==> src/rtl/lpd_pkg.sv <==
package lpd_pkg;

	localparam int PAIRS   = 8;
	localparam int PAIR_W  = $clog2(PAIRS);
	localparam int CNT_W   = $clog2(PAIRS + 1);
	localparam int LOAD_W  = 16;
	localparam int WORK_W  = 2 * PAIRS;
	localparam int NTASK_W = 5;
	localparam int USED_W  = NTASK_W + 1;
	localparam int TASK_W  = 4;
	localparam int TOG_W   = 6;

	localparam logic [TOG_W-1:0] TOG_BASE = TOG_W'(11);
	localparam logic [TOG_W-1:0] TOG_STEP = TOG_W'(3);

	typedef struct packed {
		logic [LOAD_W-1:0]  load_pair0;
		logic [LOAD_W-1:0]  load_pair1;
		logic [LOAD_W-1:0]  load_pair2;
		logic [LOAD_W-1:0]  load_pair3;
		logic [LOAD_W-1:0]  load_pair4;
		logic [LOAD_W-1:0]  load_pair5;
		logic [LOAD_W-1:0]  load_pair6;
		logic [LOAD_W-1:0]  load_pair7;
		logic [WORK_W-1:0]  ready_mask;
		logic [NTASK_W-1:0] task_count;
	} round_t;

	typedef struct packed {
		logic [PAIR_W-1:0] pair_id;
		logic              dispatched;
		logic [TASK_W-1:0] first_task;
		logic              second_valid;
		logic              idle_fill;
		logic [TOG_W-1:0]  toggle_count;
		logic              last;
	} result_t;

	// one slot of the sorting row
	typedef struct packed {
		logic              vld;
		logic [LOAD_W-1:0] key;
		logic [PAIR_W-1:0] id;
		logic              both;
	} elem_t;

	// what the drain chain keeps of a sorted slot
	typedef struct packed {
		logic [PAIR_W-1:0] id;
		logic              both;
	} slot_t;

endpackage

==> src/rtl/lpd_sort_cell.sv <==
module lpd_sort_cell import lpd_pkg::*; (
	input  logic  clk,
	input  logic  arst_n,
	input  logic  go,
	input  logic  start,
	input  elem_t new_elem,
	input  elem_t left,
	input  logic  left_ins,
	output elem_t q,
	output logic  ins
);

	elem_t cell_q;
	elem_t shift_elem;
	logic  v_eff;

	// start of a round empties the row in the same beat as the first insert
	assign v_eff = cell_q.vld && !start;
	// strict compare: an equal key already held stays ahead (lower pair first)
	assign ins   = !v_eff || (new_elem.key < cell_q.key);
	assign q     = cell_q;

	always_comb begin
		shift_elem     = left;
		shift_elem.vld = left.vld && !start;
	end

	always_ff @(posedge clk or negedge arst_n) begin
		if (!arst_n) begin
			cell_q <= '0;
		end else if (go && ins) begin
			cell_q <= left_ins ? shift_elem : new_elem;
		end
	end

endmodule

==> src/rtl/lpd_drain.sv <==
module lpd_drain import lpd_pkg::*; (
	input  logic               clk,
	input  logic               arst_n,
	input  logic               load,
	input  slot_t              slots [PAIRS],
	input  logic [NTASK_W-1:0] ntask,
	output logic               free,
	output logic               result_valid,
	input  logic               result_stall,
	output result_t            result
);

	slot_t              slot_q [PAIRS];
	logic [CNT_W-1:0]   cnt_q;
	logic [USED_W-1:0]  used_q;
	logic [TOG_W-1:0]   tog_q;
	logic [NTASK_W-1:0] ntask_q;
	logic               out_vld_q;
	result_t            out_q;

	logic               pop;
	logic               remain;
	logic               disp;
	logic [TOG_W-1:0]   tog_nxt;
	logic               is_last;

	assign pop     = (cnt_q != '0) && (!out_vld_q || !result_stall);
	assign free    = (cnt_q == '0) || ((cnt_q == CNT_W'(1)) && pop);
	assign remain  = used_q < {1'b0, ntask_q};
	assign disp    = remain && slot_q[0].both;
	assign tog_nxt = disp ? tog_q + TOG_STEP : tog_q;
	assign is_last = cnt_q == CNT_W'(1);

	always_ff @(posedge clk or negedge arst_n) begin
		if (!arst_n) begin
			cnt_q     <= '0;
			used_q    <= '0;
			tog_q     <= '0;
			out_vld_q <= 1'b0;
		end else begin
			if (load) begin
				cnt_q  <= CNT_W'(PAIRS);
				used_q <= '0;
				tog_q  <= TOG_BASE;
			end else if (pop) begin
				cnt_q  <= cnt_q - CNT_W'(1);
				used_q <= disp ? used_q + USED_W'(2) : used_q;
				tog_q  <= tog_nxt;
			end
			if (pop) begin
				out_vld_q <= 1'b1;
			end else if (!result_stall) begin
				out_vld_q <= 1'b0;
			end
		end
	end

	always_ff @(posedge clk) begin
		if (load) begin
			slot_q  <= slots;
			ntask_q <= ntask;
		end else if (pop) begin
			for (int i = 0; i < PAIRS - 1; i++) begin
				slot_q[i] <= slot_q[i+1];
			end
		end
		if (pop) begin
			out_q.pair_id      <= slot_q[0].id;
			out_q.dispatched   <= disp;
			out_q.first_task   <= disp ? used_q[TASK_W-1:0] : '0;
			out_q.second_valid <= disp && ((used_q + USED_W'(1)) < {1'b0, ntask_q});
			out_q.idle_fill    <= !remain && slot_q[0].both;
			out_q.toggle_count <= is_last ? tog_nxt : '0;
			out_q.last         <= is_last;
		end
	end

	assign result_valid = out_vld_q;
	assign result       = out_q;

endmodule

==> src/rtl/least_loaded_pair_task_dispatch.sv <==
// channel  | handshake                  | payload
// ---------+----------------------------+---------------------------
// round    | round_valid / round_stall  | round_t, one beat per round
// result   | result_valid / result_stall| result_t, eight beats per round
//
// A round is fed into the sorting row one pair per cycle while the row is not
// held full, then handed whole to the drain chain, which issues one result
// per cycle while the result is not stalled. Sorting of one round overlaps the
// draining of the previous one, so the sustained rate is set by the drain.
// arst_n clears all control state; a stalled result holds the drain and,
// once the row is full, the feeding of the next round.
module least_loaded_pair_task_dispatch import lpd_pkg::*; (
	input  logic    clk,
	input  logic    arst_n,
	input  logic    round_valid,
	output logic    round_stall,
	input  round_t  round,
	output logic    result_valid,
	input  logic    result_stall,
	output result_t result
);

	logic [LOAD_W-1:0]  load_q [PAIRS];
	logic [WORK_W-1:0]  ready_q;
	logic [NTASK_W-1:0] ntask_q;
	logic [NTASK_W-1:0] ntask_sort_q;
	logic [PAIR_W-1:0]  feed_cnt_q;
	logic               feeding_q;
	logic               full_q;

	logic  feed_go;
	logic  feed_last;
	logic  accept;
	logic  xfer;
	logic  drain_free;
	logic  start;
	elem_t new_elem;
	elem_t row [PAIRS];
	logic  ins [PAIRS];
	slot_t slots [PAIRS];

	assign xfer        = full_q && drain_free;
	assign feed_go     = feeding_q && (!full_q || xfer);
	assign feed_last   = feed_cnt_q == PAIR_W'(PAIRS - 1);
	assign round_stall = feeding_q && !(feed_go && feed_last);
	assign accept      = round_valid && !round_stall;
	assign start       = feed_go && (feed_cnt_q == '0);

	assign new_elem.vld  = 1'b1;
	assign new_elem.key  = load_q[0];
	assign new_elem.id   = feed_cnt_q;
	assign new_elem.both = ready_q[0] && ready_q[1];

	always_ff @(posedge clk or negedge arst_n) begin
		if (!arst_n) begin
			feeding_q  <= 1'b0;
			feed_cnt_q <= '0;
			full_q     <= 1'b0;
		end else begin
			if (accept) begin
				feeding_q <= 1'b1;
			end else if (feed_go && feed_last) begin
				feeding_q <= 1'b0;
			end
			if (accept) begin
				feed_cnt_q <= '0;
			end else if (feed_go) begin
				feed_cnt_q <= feed_cnt_q + PAIR_W'(1);
			end
			if (feed_go && feed_last) begin
				full_q <= 1'b1;
			end else if (xfer) begin
				full_q <= 1'b0;
			end
		end
	end

	always_ff @(posedge clk) begin
		if (accept) begin
			load_q[0] <= round.load_pair0;
			load_q[1] <= round.load_pair1;
			load_q[2] <= round.load_pair2;
			load_q[3] <= round.load_pair3;
			load_q[4] <= round.load_pair4;
			load_q[5] <= round.load_pair5;
			load_q[6] <= round.load_pair6;
			load_q[7] <= round.load_pair7;
			ready_q   <= round.ready_mask;
			ntask_q   <= round.task_count;
		end else if (feed_go) begin
			for (int i = 0; i < PAIRS - 1; i++) begin
				load_q[i] <= load_q[i+1];
			end
			ready_q <= ready_q >> 2;
		end
		if (feed_go && feed_last) begin
			ntask_sort_q <= ntask_q;
		end
	end

	for (genvar i = 0; i < PAIRS; i++) begin : g_cell
		if (i == 0) begin : g_head
			lpd_sort_cell u_cell (
				.clk      (clk),
				.arst_n   (arst_n),
				.go       (feed_go),
				.start    (start),
				.new_elem (new_elem),
				.left     ('0),
				.left_ins (1'b0),
				.q        (row[i]),
				.ins      (ins[i])
			);
		end else begin : g_body
			lpd_sort_cell u_cell (
				.clk      (clk),
				.arst_n   (arst_n),
				.go       (feed_go),
				.start    (start),
				.new_elem (new_elem),
				.left     (row[i-1]),
				.left_ins (ins[i-1]),
				.q        (row[i]),
				.ins      (ins[i])
			);
		end
		assign slots[i].id   = row[i].id;
		assign slots[i].both = row[i].both;
	end

	lpd_drain u_drain (
		.clk          (clk),
		.arst_n       (arst_n),
		.load         (xfer),
		.slots        (slots),
		.ntask        (ntask_sort_q),
		.free         (drain_free),
		.result_valid (result_valid),
		.result_stall (result_stall),
		.result       (result)
	);

endmodule

==> config.mk <==
export PLATFORM = sky130hd
export DESIGN_NAME = least_loaded_pair_task_dispatch
export DESIGN_NICKNAME = d
export VERILOG_FILES = /design/src/rtl/lpd_pkg.sv /design/src/rtl/lpd_sort_cell.sv /design/src/rtl/lpd_drain.sv /design/src/rtl/least_loaded_pair_task_dispatch.sv
export SDC_FILE = /design/constraint.sdc
export NUM_CORES = 1
export LEC_CHECK = 0
export ABC_AREA = 1
export ABC_CLOCK_PERIOD_IN_PS = 5400
export BUFFER_PORTS_ARGS = -buffer_cell sky130_fd_sc_hd__buf_2
export CORE_AREA = 8 8 229 231
export CTS_CLUSTER_DIAMETER = 200
export DETAILED_ROUTE_END_ITERATION = 10
export DIE_AREA = 0 0 237 239
export GPL_TIMING_DRIVEN = 0
export SYNTH_ARGS = -nofsm -noshare
export SYNTH_HDL_FRONTEND = slang
export SYNTH_HIERARCHICAL = 1
export SYNTH_SLANG_ARGS = --single-unit
==> constraint.sdc <==
create_clock -name clk -period 5.4 [get_ports clk]
set_clock_uncertainty 0.1 [all_clocks]
set_input_delay 0.54 -clock clk [delete_from_list [all_inputs] [get_ports clk]]
set_output_delay 0.54 -clock clk [all_outputs]
set_load 0.02 [all_outputs]
==> flow_summary.toml <==
[yosys]
synth_edf_count = 207
yosysWarnings = 6
synth-xor-area-share_pct = 0.1190
yosysUniqueCellTypes = 34
ys_seq_area_share_pct = 49.58
muxShareOfSynthArea_pct = 7.754
synth_ff_type = "edfxtp_1"
synth_fa_ha_area_share_pct = 7.652
synth_compound_area_share_pct = 2.500
synthSimpleGateAreaFrac_pct = 25.31
async_flop_share_pct = 47.73
ys_ff_latch = 396
synth_area_per_cell_um2 = 9.088
syn_inst = 2429
synth_top_family_by_area = "simple AND/OR/NAND/NOR gates"
netlist_area_um2 = 22070

[drt]
viasPerCell = 5.006
drc_errors = 0
wl_per_cell_um = 16.48
dr_total_vias = 16735
drtIter0Drc = 944
wirelength_um = 55080
drtPass1Iterations = 5
drtAntennaViolNets = 0

[hold_path]
hp-start = "round[0]"
hp-class = "in -> reg"

[final_layout]
final_cells = 3343
drive_gt1_share_pct = 21.94
area.sequential_um2 = 10950
diodes = 0
fillers = 4459
multi_input_area_um2 = 9708
nNetsFinal = 2973
area_growth_syn_to_layout_pct = 15.20
fin_util_pct = 52.39

[grt]
grt_overflow = 0
antenna_found_initial = 4
grt_start_max_net_pins = 111
grt_pass1_vias = 16985
grt_pass1_wl_um = 90340
grt_usage_pct = 19.62

[floorplanning]
start_util_pct = 45.47
die_h_um = 239
ioPinCount = 172
core_area_um2 = 48550
fp-row-count = 81
chipWidth_um = 237
dieArea_um2 = 56640

[timing]
min_period_over_period_pct = 92.40
setup_viol = 0
slew_viol_final = 0
fin_crit_ns = 4.990
rsz0062_at_grt = "no"
hold_viol = 0
tightest_slew_ns = 1.287
slew_headroom_pct = 13.97
clock.fmax_ghz = 0.2004

[placement]
finalWeightedCongestion = 0.8590
place_hpwl_um = 40960
numPortBuffers = 170
post-place-cells = 3256

[pwr]
p_seq_share_pct = 34.4
vdd_ir_drop_max_mv = 0.4063
clock_power_share_pct = 16.7
power_leakage_nw = 12.91
switching_power_mw = 7.895
p_per_area_nw_per_um2 = 723.1
combPwrFrac_pct = 49.0
intPower_mw = 10.49
swShare_pct = 42.93

[critical_path]
critPathSlowestCell = "o21ai_0"
reg2reg_from = "u_drain/cnt_q[1]$_DFFE_PN0P_"
slowest_delay_ns = 0.87
crit_type = "reg -> reg"
cp-start-kind = "flop"
critPathArrivalTime_ns = 5.35
critPathMaxFanout = 16
critPathLaunch = "u_drain/cnt_q[1]$_DFFE_PN0P_"
crit_top_cell = "nand2_1"
cp_cell_sequence = "inv_1, ha_1, nand3_1, o21ai_0, nor2_1, inv_2, nand2_1, inv_2, nand2_1, nor2_2, nor2_1, nand2_4, buf_4, buf_2, mux2_2, nand3_1, nand2_1"
endpoint_kind = "flop"
cp.required_ns = 5.76

[cts]
cts-resized-gates = 0
cts_max_level = 2
path_clk_slew_ns = 0.06
cts_tree = "yes"
cts_made_buffers = 46
clkSinkCount = 396
clockBufferDepth = 3
clkLatencyLatePin_ns = 0.58
cts_root_buf = "clkbuf_16"

[run]
max_cap_viol_count = 0

[run_status]
status = "completed"
[cell usage after synthesis, types with 2 or more instances]
cell      count  area, um2
nand2_1     912       3423
o21ai_0      29      145.1
nor3_1       18      90.09
a21oi_1      71      355.3
conb_1        3      11.26
dfrtp_1     189       4730
ha_1        135       1689
mux2_2      152       1712
xor2_1        3      26.28
buf_4        26      195.2
buf_2        37      185.2
nor2_1       48      180.2
nor2_4        2      22.52
edfxtp_1    207       6216
nand3_1     201       1006
inv_1       227      852.1
buf_6         9      101.4
inv_2         6      22.52
nand2_2      91      569.3
clkbuf_1     17      63.81
or2_2         2      12.51
buf_8         8      120.1
nor2_2        3      18.77
nand2_4      17      191.4
buf_1         3      11.26
nand4_1       4      25.02
nand3b_1      2      15.01
[metal layers]
metal  vias up  track usage, %  wire, um
met5         -               0        57
met4         8           5.411      1129
met3        91           3.573      2859
met2       362           32.60     25530
met1      7897           26.17     25510
li1       8377               -         -
[per-stage QoR]
stage               worst slack (ns)  TNS, ns  area [um2]  hold slack [ns]  power, mW
floorplan                     0.7048        0       22200           0.1444      12.84
global placement              -1.203  -280.82       23820           0.3013      15.14
detailed placement            0.4816        0       23920           0.3045      15.40
CTS                           0.4367        0       25430         0.001338      18.57
global route                 0.09901        0       25430          0.01554      20.05
finish                        0.4101        0       25430          0.03919      18.39
[cell usage in the layout, fill, tap and decap left out, drive strengths merged]
cell type	Yosys	final
a21oi	72	72
buf	83	256
bufinv	0	4
clkbuf	17	74
clkinv	0	21
clkinvlp	0	2
conb	3	35
dfrtp	189	189
dlygate4sd3	0	3
edfxtp	207	207
ha	135	135
inv	233	233
mux2	152	152
nand2	1020	1020
nand3	203	203
nand3b	2	2
nand4	4	4
nor2	53	53
nor3	18	18
nor4	1	1
o211ai	1	1
o21ai	29	29
o21bai	1	1
o22ai	1	1
or2	2	2
xor2	3	3
[power groups by stage]
stage	clock (mW)	combinational, mW	sequential, mW
after CTS	3.15	9.08	6.33
after global placement	0	8.72	6.42
after global routing	3.24	10.3	6.50
after detailed placement	0	9.02	6.37
after floorplan	0	6.94	5.91
final	3.06	9.00	6.32
[area by class of cell]
| cell class | instances | area share, % |
|---|---|---|
| clock buffers | 57 | 4.851 |
| well taps | 622 | 3.060 |
| clock inverters | 27 | 0.9742 |
| multi-input cells | 1732 | 38.17 |
| plain buffers | 100 | 2.662 |
| repair buffers | 176 | 3.798 |
| inverters | 233 | 3.439 |
| flip-flops and latches | 396 | 43.04 |
[worst max-delay path: cells and delay by family, from the launching register on]
kind	cells	cell delay [ns]
AOI/OAI and AO/OA	1	0.87
adders and majority gates	1	0.16
buffers and inverters	5	1.06
DFF	1	0.35
muxes	1	0.38
and+or+nand+nor	9	1.92
[flip-flops by register name (all words and copies together) (netlist names)]
| name | count |
|---|---|
| feed_cnt_q | 3 |
| u_drain/ntask_q | 5 |
| u_drain/cnt_q | 4 |
| ntask_sort_q | 5 |
| u_drain/slot_q | 32 |
| full_q | 1 |
| u_drain/used_q | 5 |
| feeding_q | 1 |
| ntask_q | 5 |
| g_cell.g_body.u_cell/q | 147 |
| u_drain/result_valid | 1 |
| g_cell.g_head.u_cell/q | 21 |
| u_drain/tog_q | 6 |
| ready_q | 16 |
| load_q | 128 |
| u_drain/result | 16 |
[cell families after synthesis]
logic type / after synthesis
and+or+nand+nor: 1303
muxes: 152
buffers and inverters: 333
adders and majority gates: 135
DFF: 396
AOI/OAI and AO/OA: 104
xor gates and xnor gates: 3
other: 3
[final timing paths]
kind                                                                   to  slack [ns]  cells past startpoint
worst min register to register               u_drain/ntask_q[1]$_DFFE_PP_        0.32                      0
worst max-delay path            g_cell[7].g_body.u_cell/q[14]$_DFFE_PN0P_        0.41                     17
worst min-delay path                                 ntask_q[0]$_DFFE_PP_        0.04                      1
worst max register to register  g_cell[7].g_body.u_cell/q[14]$_DFFE_PN0P_        0.41                     17
max in group asynchronous       g_cell[6].g_body.u_cell/q[17]$_DFFE_PN0P_        3.70                      3
min in group asynchronous       g_cell[0].g_head.u_cell/q[18]$_DFFE_PN0P_        0.49                      2
[timing repair]
| action | 4_1_cts | 5_1_grt |
|---|---|---|
| buffers inserted | 0 | 0 |
| hold endpoints to repair | 68 | 0 |
| hold buffers | 3 | 0 |
(Power assumes the default switching activity.)
